### config.mk
export PLATFORM = sky130hd
export DESIGN_NAME = md5_message_digest
export DESIGN_NICKNAME = d
export VERILOG_FILES = /design/src/md5_pkg.sv /design/src/md5_front.sv /design/src/md5_core.sv /design/src/md5_message_digest.sv
export VERILOG_INCLUDE_DIRS = /design/src /design/src/src
export SDC_FILE = /design/constraint.sdc
export NUM_CORES = 2
export LEC_CHECK = 0
export ABC_AREA = 1
export BUFFER_PORTS_ARGS = -buffer_cell sky130_fd_sc_hd__buf_2
export CAP_MARGIN = 15
export CORE_UTILIZATION = 57
export DETAILED_ROUTE_END_ITERATION = 16
export PLACE_DENSITY = 0.77
export RECOVER_POWER = 25
export SLEW_MARGIN = 30
export SYNTH_ARGS = -nofsm -noshare
export SYNTH_HDL_FRONTEND = slang
export SYNTH_HIERARCHICAL = 1
export SYNTH_SLANG_ARGS = --single-unit
### constraint.sdc
create_clock -name clk -period 8.2 [get_ports clk]
set_clock_uncertainty 0.1 [all_clocks]
set_input_delay 0.82 -clock clk [delete_from_list [all_inputs] [get_ports clk]]
set_output_delay 0.82 -clock clk [all_outputs]
set_load 0.05 [all_outputs]
### src/md5_message_digest_defines.svh
// ---------------------------------------------------------------------------
// md5_message_digest_defines.svh
// Shared assertion macros for the MD5 digest block. Each macro samples on
// clk and is disabled while rst_n is low.
// ---------------------------------------------------------------------------
`ifndef MD5_MESSAGE_DIGEST_DEFINES_SVH
`define MD5_MESSAGE_DIGEST_DEFINES_SVH

// Same-cycle implication
`define MD5_ASSERT_IMPLY(label, ante, cons, msg) \
  label: assert property (@(posedge clk) disable iff (!rst_n) (ante) |-> (cons)) \
    else $error(msg);

// Next-cycle implication
`define MD5_ASSERT_NEXT(label, ante, cons, msg) \
  label: assert property (@(posedge clk) disable iff (!rst_n) (ante) |=> (cons)) \
    else $error(msg);

`endif

### src/md5_pkg.sv
// ---------------------------------------------------------------------------
// md5_pkg
// Types, constants and round tables shared by the MD5 digest block.
// ---------------------------------------------------------------------------
`default_nettype none

package md5_pkg;

  // Standard MD5 initial chaining value
  localparam logic [31:0] IV_A = 32'h67452301;
  localparam logic [31:0] IV_B = 32'hefcdab89;
  localparam logic [31:0] IV_C = 32'h98badcfe;
  localparam logic [31:0] IV_D = 32'h10325476;

  // Padding marker byte appended after the message
  localparam logic [7:0] PAD_BYTE = 8'h80;

  // Default depth of the queue between front and back
  localparam int QUEUE_DEPTH_DEF = 2;

  // Input transaction payload
  typedef struct packed {
    logic [31:0] data_word;
    logic [2:0]  byte_count;
    logic        last_word;
  } in_item_t;

  // Result transaction payload
  typedef struct packed {
    logic [63:0] digest_high;
    logic [63:0] digest_low;
  } out_item_t;

  // Classified word handed from front to back
  typedef struct packed {
    logic [31:0] word;       // masked word, pad byte already merged on a short last word
    logic        is_last;
    logic        extra_pad;  // last word was full: pad byte goes in a word of its own
    logic [5:0]  add_bits;   // message bits carried by this word
  } q_entry_t;

  // Additive round constants
  function automatic logic [31:0] md5_k(input logic [5:0] i);
    logic [31:0] k;
    case (i)
      6'd0:  k = 32'hd76aa478;  6'd1:  k = 32'he8c7b756;
      6'd2:  k = 32'h242070db;  6'd3:  k = 32'hc1bdceee;
      6'd4:  k = 32'hf57c0faf;  6'd5:  k = 32'h4787c62a;
      6'd6:  k = 32'ha8304613;  6'd7:  k = 32'hfd469501;
      6'd8:  k = 32'h698098d8;  6'd9:  k = 32'h8b44f7af;
      6'd10: k = 32'hffff5bb1;  6'd11: k = 32'h895cd7be;
      6'd12: k = 32'h6b901122;  6'd13: k = 32'hfd987193;
      6'd14: k = 32'ha679438e;  6'd15: k = 32'h49b40821;
      6'd16: k = 32'hf61e2562;  6'd17: k = 32'hc040b340;
      6'd18: k = 32'h265e5a51;  6'd19: k = 32'he9b6c7aa;
      6'd20: k = 32'hd62f105d;  6'd21: k = 32'h02441453;
      6'd22: k = 32'hd8a1e681;  6'd23: k = 32'he7d3fbc8;
      6'd24: k = 32'h21e1cde6;  6'd25: k = 32'hc33707d6;
      6'd26: k = 32'hf4d50d87;  6'd27: k = 32'h455a14ed;
      6'd28: k = 32'ha9e3e905;  6'd29: k = 32'hfcefa3f8;
      6'd30: k = 32'h676f02d9;  6'd31: k = 32'h8d2a4c8a;
      6'd32: k = 32'hfffa3942;  6'd33: k = 32'h8771f681;
      6'd34: k = 32'h6d9d6122;  6'd35: k = 32'hfde5380c;
      6'd36: k = 32'ha4beea44;  6'd37: k = 32'h4bdecfa9;
      6'd38: k = 32'hf6bb4b60;  6'd39: k = 32'hbebfbc70;
      6'd40: k = 32'h289b7ec6;  6'd41: k = 32'heaa127fa;
      6'd42: k = 32'hd4ef3085;  6'd43: k = 32'h04881d05;
      6'd44: k = 32'hd9d4d039;  6'd45: k = 32'he6db99e5;
      6'd46: k = 32'h1fa27cf8;  6'd47: k = 32'hc4ac5665;
      6'd48: k = 32'hf4292244;  6'd49: k = 32'h432aff97;
      6'd50: k = 32'hab9423a7;  6'd51: k = 32'hfc93a039;
      6'd52: k = 32'h655b59c3;  6'd53: k = 32'h8f0ccc92;
      6'd54: k = 32'hffeff47d;  6'd55: k = 32'h85845dd1;
      6'd56: k = 32'h6fa87e4f;  6'd57: k = 32'hfe2ce6e0;
      6'd58: k = 32'ha3014314;  6'd59: k = 32'h4e0811a1;
      6'd60: k = 32'hf7537e82;  6'd61: k = 32'hbd3af235;
      6'd62: k = 32'h2ad7d2bb;  6'd63: k = 32'heb86d391;
      default: k = '0;
    endcase
    return k;
  endfunction

  // Per-round rotate amount, by stage and round within a group of four
  function automatic logic [4:0] md5_rot(input logic [1:0] stage, input logic [1:0] j);
    logic [4:0] s;
    case ({stage, j})
      4'd0:  s = 5'd7;   4'd1:  s = 5'd12;  4'd2:  s = 5'd17;  4'd3:  s = 5'd22;
      4'd4:  s = 5'd5;   4'd5:  s = 5'd9;   4'd6:  s = 5'd14;  4'd7:  s = 5'd20;
      4'd8:  s = 5'd4;   4'd9:  s = 5'd11;  4'd10: s = 5'd16;  4'd11: s = 5'd23;
      4'd12: s = 5'd6;   4'd13: s = 5'd10;  4'd14: s = 5'd15;  4'd15: s = 5'd21;
      default: s = 5'd7;
    endcase
    return s;
  endfunction

endpackage

`default_nettype wire

### src/md5_front.sv
// ---------------------------------------------------------------------------
// md5_front
// Accepts input transactions, normalizes the byte count, masks and pads a
// short last word, and queues the classified words for the back end.
// ---------------------------------------------------------------------------
`default_nettype none
`include "md5_message_digest_defines.svh"

module md5_front #(
  parameter int DEPTH = 2
) (
  input  wire logic              clk,
  input  wire logic              rst_n,
  input  wire logic              in_valid,
  output logic                   in_ready,
  input  wire md5_pkg::in_item_t in_data,
  output logic                   q_valid,
  input  wire logic              q_ready,
  output md5_pkg::q_entry_t      q_data
);
  import md5_pkg::*;

  localparam int PTR_W = (DEPTH > 1) ? $clog2(DEPTH) : 1;
  localparam int CNT_W = $clog2(DEPTH + 1);

  q_entry_t         queue_r [DEPTH];
  logic [PTR_W-1:0] wr_ptr_r, wr_ptr_nxt;
  logic [PTR_W-1:0] rd_ptr_r, rd_ptr_nxt;
  logic [CNT_W-1:0] cnt_r, cnt_nxt;

  logic [2:0]  n_bytes;
  logic [31:0] keep_mask;
  q_entry_t    entry;
  logic        push, pop;

  // Classify the incoming word
  always_comb begin
    n_bytes = (in_data.byte_count > 3'd4) ? 3'd4 : in_data.byte_count;
    case (n_bytes)
      3'd0:    keep_mask = 32'h0000_0000;
      3'd1:    keep_mask = 32'h0000_00ff;
      3'd2:    keep_mask = 32'h0000_ffff;
      3'd3:    keep_mask = 32'h00ff_ffff;
      default: keep_mask = 32'hffff_ffff;
    endcase
    entry.is_last = in_data.last_word;
    if (!in_data.last_word) begin
      entry.word      = in_data.data_word;
      entry.extra_pad = 1'b0;
      entry.add_bits  = 6'd32;
    end else if (n_bytes == 3'd4) begin
      entry.word      = in_data.data_word;
      entry.extra_pad = 1'b1;
      entry.add_bits  = 6'd32;
    end else begin
      entry.word      = (in_data.data_word & keep_mask) |
                        (32'(PAD_BYTE) << {n_bytes[1:0], 3'b000});
      entry.extra_pad = 1'b0;
      entry.add_bits  = {n_bytes, 3'b000};
    end
  end

  // Queue control
  assign in_ready = (cnt_r != CNT_W'(DEPTH));
  assign q_valid  = (cnt_r != '0);
  assign q_data   = queue_r[rd_ptr_r];
  assign push     = in_valid && in_ready;
  assign pop      = q_valid && q_ready;

  always_comb begin
    wr_ptr_nxt = wr_ptr_r;
    rd_ptr_nxt = rd_ptr_r;
    cnt_nxt    = cnt_r;
    if (push) begin
      wr_ptr_nxt = (wr_ptr_r == PTR_W'(DEPTH - 1)) ? '0 : wr_ptr_r + 1'b1;
    end
    if (pop) begin
      rd_ptr_nxt = (rd_ptr_r == PTR_W'(DEPTH - 1)) ? '0 : rd_ptr_r + 1'b1;
    end
    if (push && !pop) begin
      cnt_nxt = cnt_r + 1'b1;
    end else if (pop && !push) begin
      cnt_nxt = cnt_r - 1'b1;
    end
  end

  always_ff @(posedge clk) begin
    if (!rst_n) begin
      wr_ptr_r <= '0;
      rd_ptr_r <= '0;
      cnt_r    <= '0;
    end else begin
      wr_ptr_r <= wr_ptr_nxt;
      rd_ptr_r <= rd_ptr_nxt;
      cnt_r    <= cnt_nxt;
    end
  end

  // Queue storage, payload only
  always_ff @(posedge clk) begin
    if (push) begin
      queue_r[wr_ptr_r] <= entry;
    end
  end

  // Checks
  `MD5_ASSERT_IMPLY(a_cnt_bound, 1'b1, cnt_r <= CNT_W'(DEPTH), "queue count above depth")
  `MD5_ASSERT_NEXT(a_cnt_push, (push && !pop), cnt_r == CNT_W'($past(cnt_r) + 1'b1), "push lost")

endmodule

`default_nettype wire

### src/md5_core.sv
// ---------------------------------------------------------------------------
// md5_core
// Back end: fills the 16-word block buffer, generates padding and length,
// runs the 64 MD5 rounds one per cycle and delivers the digest.
// ---------------------------------------------------------------------------
`default_nettype none
`include "md5_message_digest_defines.svh"

module md5_core (
  input  wire logic              clk,
  input  wire logic              rst_n,
  input  wire logic              q_valid,
  output logic                   q_ready,
  input  wire md5_pkg::q_entry_t q_data,
  output logic                   out_valid,
  input  wire logic              out_ready,
  output md5_pkg::out_item_t     out_data
);
  import md5_pkg::*;

  localparam logic [3:0] LAST_POS   = 4'd15;
  localparam logic [3:0] LEN_LO_POS = 4'd14;
  localparam logic [5:0] LAST_RND   = 6'd63;

  typedef enum logic [2:0] {
    ST_IDLE,
    ST_PAD,
    ST_ROUND,
    ST_ADD,
    ST_EMIT
  } state_t;

  state_t           state_r, state_nxt;
  logic [3:0][31:0] chain_r, chain_nxt;
  logic [3:0]       pos_r, pos_nxt;
  logic [63:0]      bits_r, bits_nxt;
  logic             pad_r, pad_nxt;
  logic             need80_r, need80_nxt;
  logic             lo_done_r, lo_done_nxt;
  logic             finish_r, finish_nxt;
  logic [5:0]       rnd_r, rnd_nxt;
  logic [31:0]      wa_r, wa_nxt, wb_r, wb_nxt, wc_r, wc_nxt, wd_r, wd_nxt;
  out_item_t        out_r, out_nxt;
  logic             out_valid_r, out_valid_nxt;

  logic [31:0] blk_r [16];
  logic        blk_we;
  logic [31:0] blk_wdata;

  logic        start_round, out_load;
  logic [1:0]  stage;
  logic [3:0]  i4, g_idx;
  logic [31:0] f_val, sum;

  function automatic logic [31:0] rotl32(input logic [31:0] x, input logic [4:0] s);
    return (x << s) | (x >> (6'd32 - {1'b0, s}));
  endfunction

  assign q_ready   = (state_r == ST_IDLE);
  assign out_valid = out_valid_r;
  assign out_data  = out_r;

  // Round function for the current round
  always_comb begin
    stage = rnd_r[5:4];
    i4    = rnd_r[3:0];
    case (stage)
      2'd0: begin
        f_val = (wb_r & wc_r) | (~wb_r & wd_r);
        g_idx = i4;
      end
      2'd1: begin
        f_val = (wd_r & wb_r) | (~wd_r & wc_r);
        g_idx = 4'(i4 * 4'd5 + 4'd1);
      end
      2'd2: begin
        f_val = wb_r ^ wc_r ^ wd_r;
        g_idx = 4'(i4 * 4'd3 + 4'd5);
      end
      default: begin
        f_val = wc_r ^ (wb_r | ~wd_r);
        g_idx = 4'(i4 * 4'd7);
      end
    endcase
    sum = wa_r + f_val + md5_k(rnd_r) + blk_r[g_idx];
  end

  // Sequencer
  always_comb begin
    state_nxt     = state_r;
    chain_nxt     = chain_r;
    pos_nxt       = pos_r;
    bits_nxt      = bits_r;
    pad_nxt       = pad_r;
    need80_nxt    = need80_r;
    lo_done_nxt   = lo_done_r;
    finish_nxt    = finish_r;
    rnd_nxt       = rnd_r;
    wa_nxt        = wa_r;
    wb_nxt        = wb_r;
    wc_nxt        = wc_r;
    wd_nxt        = wd_r;
    out_nxt       = out_r;
    blk_we        = 1'b0;
    blk_wdata     = '0;
    start_round   = 1'b0;
    out_load      = 1'b0;

    case (state_r)
      ST_IDLE: begin
        if (q_valid) begin
          blk_we    = 1'b1;
          blk_wdata = q_data.word;
          pos_nxt   = pos_r + 1'b1;
          bits_nxt  = bits_r + 64'(q_data.add_bits);
          if (q_data.is_last) begin
            pad_nxt     = 1'b1;
            need80_nxt  = q_data.extra_pad;
            lo_done_nxt = 1'b0;
            finish_nxt  = 1'b0;
          end
          if (pos_r == LAST_POS) begin
            start_round = 1'b1;
          end else if (q_data.is_last) begin
            state_nxt = ST_PAD;
          end
        end
      end
      ST_PAD: begin
        // pad byte first, then zeros, length low at slot 14, high at slot 15
        blk_we = 1'b1;
        if (need80_r) begin
          blk_wdata  = 32'(PAD_BYTE);
          need80_nxt = 1'b0;
        end else if (pos_r == LEN_LO_POS && !lo_done_r) begin
          blk_wdata   = bits_r[31:0];
          lo_done_nxt = 1'b1;
        end else if (pos_r == LAST_POS && lo_done_r) begin
          blk_wdata  = bits_r[63:32];
          finish_nxt = 1'b1;
        end
        pos_nxt = pos_r + 1'b1;
        if (pos_r == LAST_POS) begin
          start_round = 1'b1;
        end
      end
      ST_ROUND: begin
        wa_nxt  = wd_r;
        wd_nxt  = wc_r;
        wc_nxt  = wb_r;
        wb_nxt  = wb_r + rotl32(sum, md5_rot(stage, rnd_r[1:0]));
        rnd_nxt = rnd_r + 1'b1;
        if (rnd_r == LAST_RND) begin
          state_nxt = ST_ADD;
        end
      end
      ST_ADD: begin
        chain_nxt[0] = chain_r[0] + wa_r;
        chain_nxt[1] = chain_r[1] + wb_r;
        chain_nxt[2] = chain_r[2] + wc_r;
        chain_nxt[3] = chain_r[3] + wd_r;
        if (finish_r) begin
          state_nxt = ST_EMIT;
        end else if (pad_r) begin
          state_nxt = ST_PAD;
        end else begin
          state_nxt = ST_IDLE;
        end
      end
      ST_EMIT: begin
        if (!out_valid_r || out_ready) begin
          out_load            = 1'b1;
          out_nxt.digest_low  = {chain_r[1], chain_r[0]};
          out_nxt.digest_high = {chain_r[3], chain_r[2]};
          chain_nxt           = {IV_D, IV_C, IV_B, IV_A};
          pos_nxt             = '0;
          bits_nxt            = '0;
          pad_nxt             = 1'b0;
          need80_nxt          = 1'b0;
          lo_done_nxt         = 1'b0;
          finish_nxt          = 1'b0;
          state_nxt           = ST_IDLE;
        end
      end
      default: begin
        state_nxt = ST_IDLE;
      end
    endcase

    // Block complete: load working words from the chain
    if (start_round) begin
      state_nxt = ST_ROUND;
      rnd_nxt   = '0;
      wa_nxt    = chain_r[0];
      wb_nxt    = chain_r[1];
      wc_nxt    = chain_r[2];
      wd_nxt    = chain_r[3];
    end

    // Output register
    if (out_load) begin
      out_valid_nxt = 1'b1;
    end else if (out_ready) begin
      out_valid_nxt = 1'b0;
    end else begin
      out_valid_nxt = out_valid_r;
    end
  end

  always_ff @(posedge clk) begin
    if (!rst_n) begin
      state_r     <= ST_IDLE;
      chain_r     <= {IV_D, IV_C, IV_B, IV_A};
      pos_r       <= '0;
      bits_r      <= '0;
      pad_r       <= 1'b0;
      need80_r    <= 1'b0;
      lo_done_r   <= 1'b0;
      finish_r    <= 1'b0;
      rnd_r       <= '0;
      out_valid_r <= 1'b0;
    end else begin
      state_r     <= state_nxt;
      chain_r     <= chain_nxt;
      pos_r       <= pos_nxt;
      bits_r      <= bits_nxt;
      pad_r       <= pad_nxt;
      need80_r    <= need80_nxt;
      lo_done_r   <= lo_done_nxt;
      finish_r    <= finish_nxt;
      rnd_r       <= rnd_nxt;
      out_valid_r <= out_valid_nxt;
    end
    wa_r  <= wa_nxt;
    wb_r  <= wb_nxt;
    wc_r  <= wc_nxt;
    wd_r  <= wd_nxt;
    out_r <= out_nxt;
  end

  // Block buffer, payload only
  always_ff @(posedge clk) begin
    if (blk_we) begin
      blk_r[pos_r] <= blk_wdata;
    end
  end

  // Checks
  `MD5_ASSERT_NEXT(a_rounds_end, (state_r == ST_ROUND && rnd_r == LAST_RND), state_r == ST_ADD, "round count overrun")
  `MD5_ASSERT_IMPLY(a_finish_pos, (state_r == ST_ADD && finish_r), pos_r == 4'd0, "final block not aligned")
  `MD5_ASSERT_IMPLY(a_len_hi_slot, (state_r == ST_PAD && lo_done_r), pos_r == LAST_POS, "length high misplaced")
  `MD5_ASSERT_NEXT(a_emit_restart, (state_r == ST_EMIT && (!out_valid_r || out_ready)), (out_valid_r && pos_r == 4'd0 && bits_r == 64'd0), "no restart after digest")

endmodule

`default_nettype wire

### src/md5_message_digest.sv
// ---------------------------------------------------------------------------
// md5_message_digest
// MD5 digest of a message streamed as 32-bit little-endian words (first byte
// in bits 7:0). The last word carries 0 to 4 valid bytes and produces one
// result transaction with the 128-bit digest: A in digest_low[31:0], B in
// digest_low[63:32], C in digest_high[31:0], D in digest_high[63:32]; the
// engine then restarts from the MD5 initial value. A small input queue takes
// words while the single round unit is busy. Each word is written into the
// block buffer while the core is idle, and every 16th word starts the 64
// rounds and the fold into the chaining value. After the last word, padding
// and length are written one word per cycle, followed by one or two block
// compressions, and then the result register is loaded.
// ---------------------------------------------------------------------------
`default_nettype none

module md5_message_digest #(
  parameter int QUEUE_DEPTH = md5_pkg::QUEUE_DEPTH_DEF
) (
  input  wire logic              clk,
  input  wire logic              rst_n,
  input  wire logic              in_valid,
  output logic                   in_ready,
  input  wire md5_pkg::in_item_t in_data,
  output logic                   out_valid,
  input  wire logic              out_ready,
  output md5_pkg::out_item_t     out_data
);
  import md5_pkg::*;

  logic     q_valid;
  logic     q_ready;
  q_entry_t q_data;

  // Front: classify and queue
  md5_front #(
    .DEPTH (QUEUE_DEPTH)
  ) u_front (
    .clk      (clk),
    .rst_n    (rst_n),
    .in_valid (in_valid),
    .in_ready (in_ready),
    .in_data  (in_data),
    .q_valid  (q_valid),
    .q_ready  (q_ready),
    .q_data   (q_data)
  );

  // Back: buffer, padding, rounds, result
  md5_core u_core (
    .clk       (clk),
    .rst_n     (rst_n),
    .q_valid   (q_valid),
    .q_ready   (q_ready),
    .q_data    (q_data),
    .out_valid (out_valid),
    .out_ready (out_ready),
    .out_data  (out_data)
  );

endmodule

`default_nettype wire
==> flow_summary_export.csv <==
group,metric,value,unit
timing,timing.hold.ws,255,ps
flow_run,max_cap_viol_count,6,
global_route,grtUsageTotal,42.0,%
run_status,violations,"capacitance limit, slew limit, setup timing",
worst_setup_path,r2r_cells,56,
power_and_ir_drop,p_int,17.0,mW
power_and_ir_drop,p_total,28.7,mW
synthesis,synth_area_leaders,"edfxtp_1 41%, nand2_1 11%, dfxtp_1 8.1%, nand3_1 4.9%, inv_1 4.6%",
layout,ff_latch_area,0.0303,sq mm
timing,worst_slack,-207,ps
power_and_ir_drop,powerDensity,380,mW/mm^2
drt,drt_first_pass_iters,6,
global_route,grt_max_degree,183,
worst_setup_path,reg2reg_from,"u_core/rnd_r[1]",
run_status,status,"finished with violations",
synthesis,async_flop_share,0,%
synthesis,netlist_instances,7351,
worst_hold_path,hp-class,"input port to flop",
synthesis,yosys_warnings,6,
floorplan,pin_count,170,
synthesis,synth-compound-area-share,14.6,%
timing,relSlewSlack,-219,%
layout,syn_to_final_growth,20.9,%
worst_setup_path,r2r_slack,-210,ps
floorplan,initial_core_util,57.8,%
power_and_ir_drop,switching_share,40.6,%
place,place_congestion,1.06,
floorplan,coreArea,0.108,sq mm
synthesis,seq_area_frac_synth,48.6,%
synthesis,synthAdderAreaFrac,6.70,%
clocking,h-tree-depth,3,
worst_hold_path,hold_path_end,"u_front/queue_r[1][7]",
timing,min_period,8410,ps
worst_setup_path,worstSetupStartpointType,"flop",
drt,routed_wl,239000,um
drt,via_count,59700,
floorplan,placementRows,120,
drt,via_per_inst,6.25,
place,dp_hpwl,170000,um
worst_hold_path,hp-start,"in_data[0]",
layout,mostFrequentLayoutCell,"nand2_1",
global_route,antenna_found_initial,8,
clocking,clock_sinks,1094,
synthesis,synth-simple-area-share,21.4,%
drt,wire_per_inst,25.0,um
layout,mostFrequentLayoutCells,"1,733 x nand2_1, 842 x edfxtp_1, 726 x inv_1, 654 x buf_4, 545 x nand3_1",
worst_setup_path,arrival,8750,ps
place,port_buffers,169,
global_route,grt_pass1_vias,56500,
synthesis,syn-mean-instance-area,8.48,sq um
clocking,clk_pin_slew_worst_paths,70,ps
clocking,cts_tree,"yes",
worst_setup_path,cp_slowest_cell,"fa_1",
layout,fin_nets,8380,
synthesis,synth_top_family_by_area,"simple AND/OR/NAND/NOR gates",
worst_hold_path,hold-path-cell-count,1,
worst_setup_path,cpLargestDelayFamily,"adder cells",
clocking,cts_buffers,111,
worst_setup_path,endpoint_kind,"flop",
synthesis,postSynthRegisterBits,1094,
clocking,hold_buffers,0,
worst_setup_path,critical_path_required,8540,ps
floorplan,die_h,333,um
synthesis,synth-edff-count,842,
synthesis,synth_top_area_cell,"edfxtp_1",
worst_setup_path,rr_endpoint,"u_core/wb_r[20]",
synthesis,synth.distinct_cells,73,
power_and_ir_drop,p_leak,31.2,nW
drt,drt_first_iter_violations,8643,
synthesis,synth_xor_area_share,1.25,%
power_and_ir_drop,peakVddDrop,0.000362,V
synthesis,yosys.area.top_type_share,40.5,%
synthesis,syn_area,0.0624,sq mm
timing,timing.final.crit_share,103,%
clocking,insertion_delay,750,ps
floorplan,die-width,333,um
drt,drc,0,
layout,multi_input_area,0.0299,sq mm
power_and_ir_drop,pwr-share-comb,57.2,%
worst_setup_path,cp_max_fo,6,
power_and_ir_drop,power.share.sequential,24.2,%
clocking,cts_buffer_depth,3,
timing,max_freq,119,MHz
power_and_ir_drop,clockPowerShare,18.6,%
drt,antenna_left,0,
timing,slew_viol_final,280,
worst_setup_path,cp-startpoint,"u_core/rnd_r[1]",
place,place_area,0.0693,sq mm
timing,setup_viol_count_final,22,
layout,fin_area,0.0754,sq mm
layout,drive_above_1_share,17.5,%
worst_setup_path,path_class,"flop to flop",
timing,worst_pin_slew,4790,ps
worst_setup_path,cp_num_buf_inv,13,
power_and_ir_drop,p_sw,11.6,mW
floorplan,die_area,0.111,sq mm
global_route,overflow,0,
clocking,cts-root-buf,"clkbuf_16",
global_route,grt_pass1_wl,350000,um
timing,hold_viol_final,0,
timing,rsz0062_at_grt,"yes",
synthesis,synthFlopType,"edfxtp_1",
worst_setup_path,critPathMaxStageDelay,510,ps
synthesis,muxShareOfSynthArea,0.668,%
layout,fill_cells,8443,
final cells by class:
cell class                 instances  area share [%]
antenna                            1         0.00332
clock buffer                     142            3.99
clock inverter                    69            1.10
inverter                         782            3.93
multi-input combinational       5174            39.7
sequential                      1094            40.2
tap                             1403            2.33
timing repair buffer             885            8.78
power by group through the flow:
stage | Clock, mW | Combinational, mW | Sequential [mW]
2_1_floorplan | 0 | 6.42 | 7.06
3_3_place_gp | 0 | 13.2 | 7.05
3_5_place_dp | 0 | 13.3 | 7.06
4_1_cts | 5.35 | 14.5 | 6.95
5_1_grt | 5.55 | 17.4 | 6.97
6_report | 5.33 | 16.4 | 6.95
worst register-to-register path, delay by kind of cell (launching register included):
| family | cells | cell delay, ps |
|---|---|---|
| AO/OA/AOI/OAI | 13 | 1500 |
| buffers and inverters | 13 | 1340 |
| AND/OR/NAND/NOR | 21 | 1870 |
| adder cells (fa/ha/maj) | 7 | 2550 |
| flip-flops | 1 | 350 |
| XOR/XNOR | 2 | 390 |
metrics by stage:
step / setup slack (ps) / util (%) / cells / setup TNS, ps
final: -207 / 70.0 / 9550 / -3070
after global routing: -544 / 70.0 / 9549 / -9540
after CTS: -10.5 / 69.2 / 9532 / -10.5
after detailed placement: -592 / 64.3 / 9280 / -9480
after global placement: -441 / 64.2 / 9278 / -6620
after floorplan: 33.2 / - / 7353 / 0
Yosys cell counts (8+ instances only):
library cell and count:
fa_1 70, o22ai_1 31, a21o_1 17, nor2_2 12
nand3_1 616, mux2_2 37, inv_2 18, a31oi_1 82
a21oi_1 546, nor3_1 95, inv_1 759, o21ai_0 563
xnor2_1 47, clkbuf_1 232, nand2_1 1809, nand2_2 10
a32o_1 63, xor2_1 40, nor2_1 499, o2111ai_1 13
ha_1 222, or2_2 30, a22oi_1 22, o211ai_1 69
nand3b_1 8, nor4_1 30, nand4_1 40, buf_2 33
o31ai_1 23, o221ai_1 22, dfxtp_1 252, o21a_1 24
o21bai_1 13, edfxtp_1 842, buf_1 24, o21ai_1 22
a32oi_1 23
registers in the layout (all words and copies together), names as in the netlist, 2 cells and up, named ones only:
signal / flops
u_front/queue_r: 74
u_core/blk_r: 512
u_core/wa_r: 32
u_core/state_r: 3
u_core/wd_r: 32
u_core/rnd_r: 6
u_core/wb_r: 32
u_core/chain_r: 128
u_core/pos_r: 4
u_core/wc_r: 32
u_core/out_data: 128
u_core/bits_r: 64
u_front/cnt_r: 2
cells by family (layout without fill, tap and decap cells):
kind of cell | after synthesis | count (layout)
xor gates and xnor gates | 88 | 88
and+or+nand+nor | 3181 | 3181
AOI/OAI and AO/OA | 1573 | 1573
other | 1 | 4
buffers and inverters | 1085 | 1878
adders and majority gates | 292 | 292
DFF | 1094 | 1094
muxes | 37 | 37
repair_timing:
action                                 4_1_cts  5_1_grt
setup buffers                               37       19
endpoints found under the hold margin        0        0
setup endpoints to repair                   24       27
pin swaps                                   64      147
resized for setup                          255      277
gates cloned                                 5        1
per-layer routing:
layer  GRT usage [%]  vias to the layer above  routed length (um)
met2            62.2                     3997              102000
met5               0                        -                  36
li1                -                    26800                   -
met1            58.6                    28300               93900
met4            19.8                        6               12500
met3            9.17                      689               30800
worst max-delay path by stage:
stage                           end  cells after the start
finish              u_core/wb_r[20]                     56
global route        u_core/wb_r[18]                     52
CTS                 u_core/wb_r[25]                     52
detailed placement  u_core/wb_r[25]                     51
global placement    u_core/wb_r[26]                     53
floorplan           u_core/wb_r[26]                     54
Note: power is estimated with default switching activity, not from simulation.
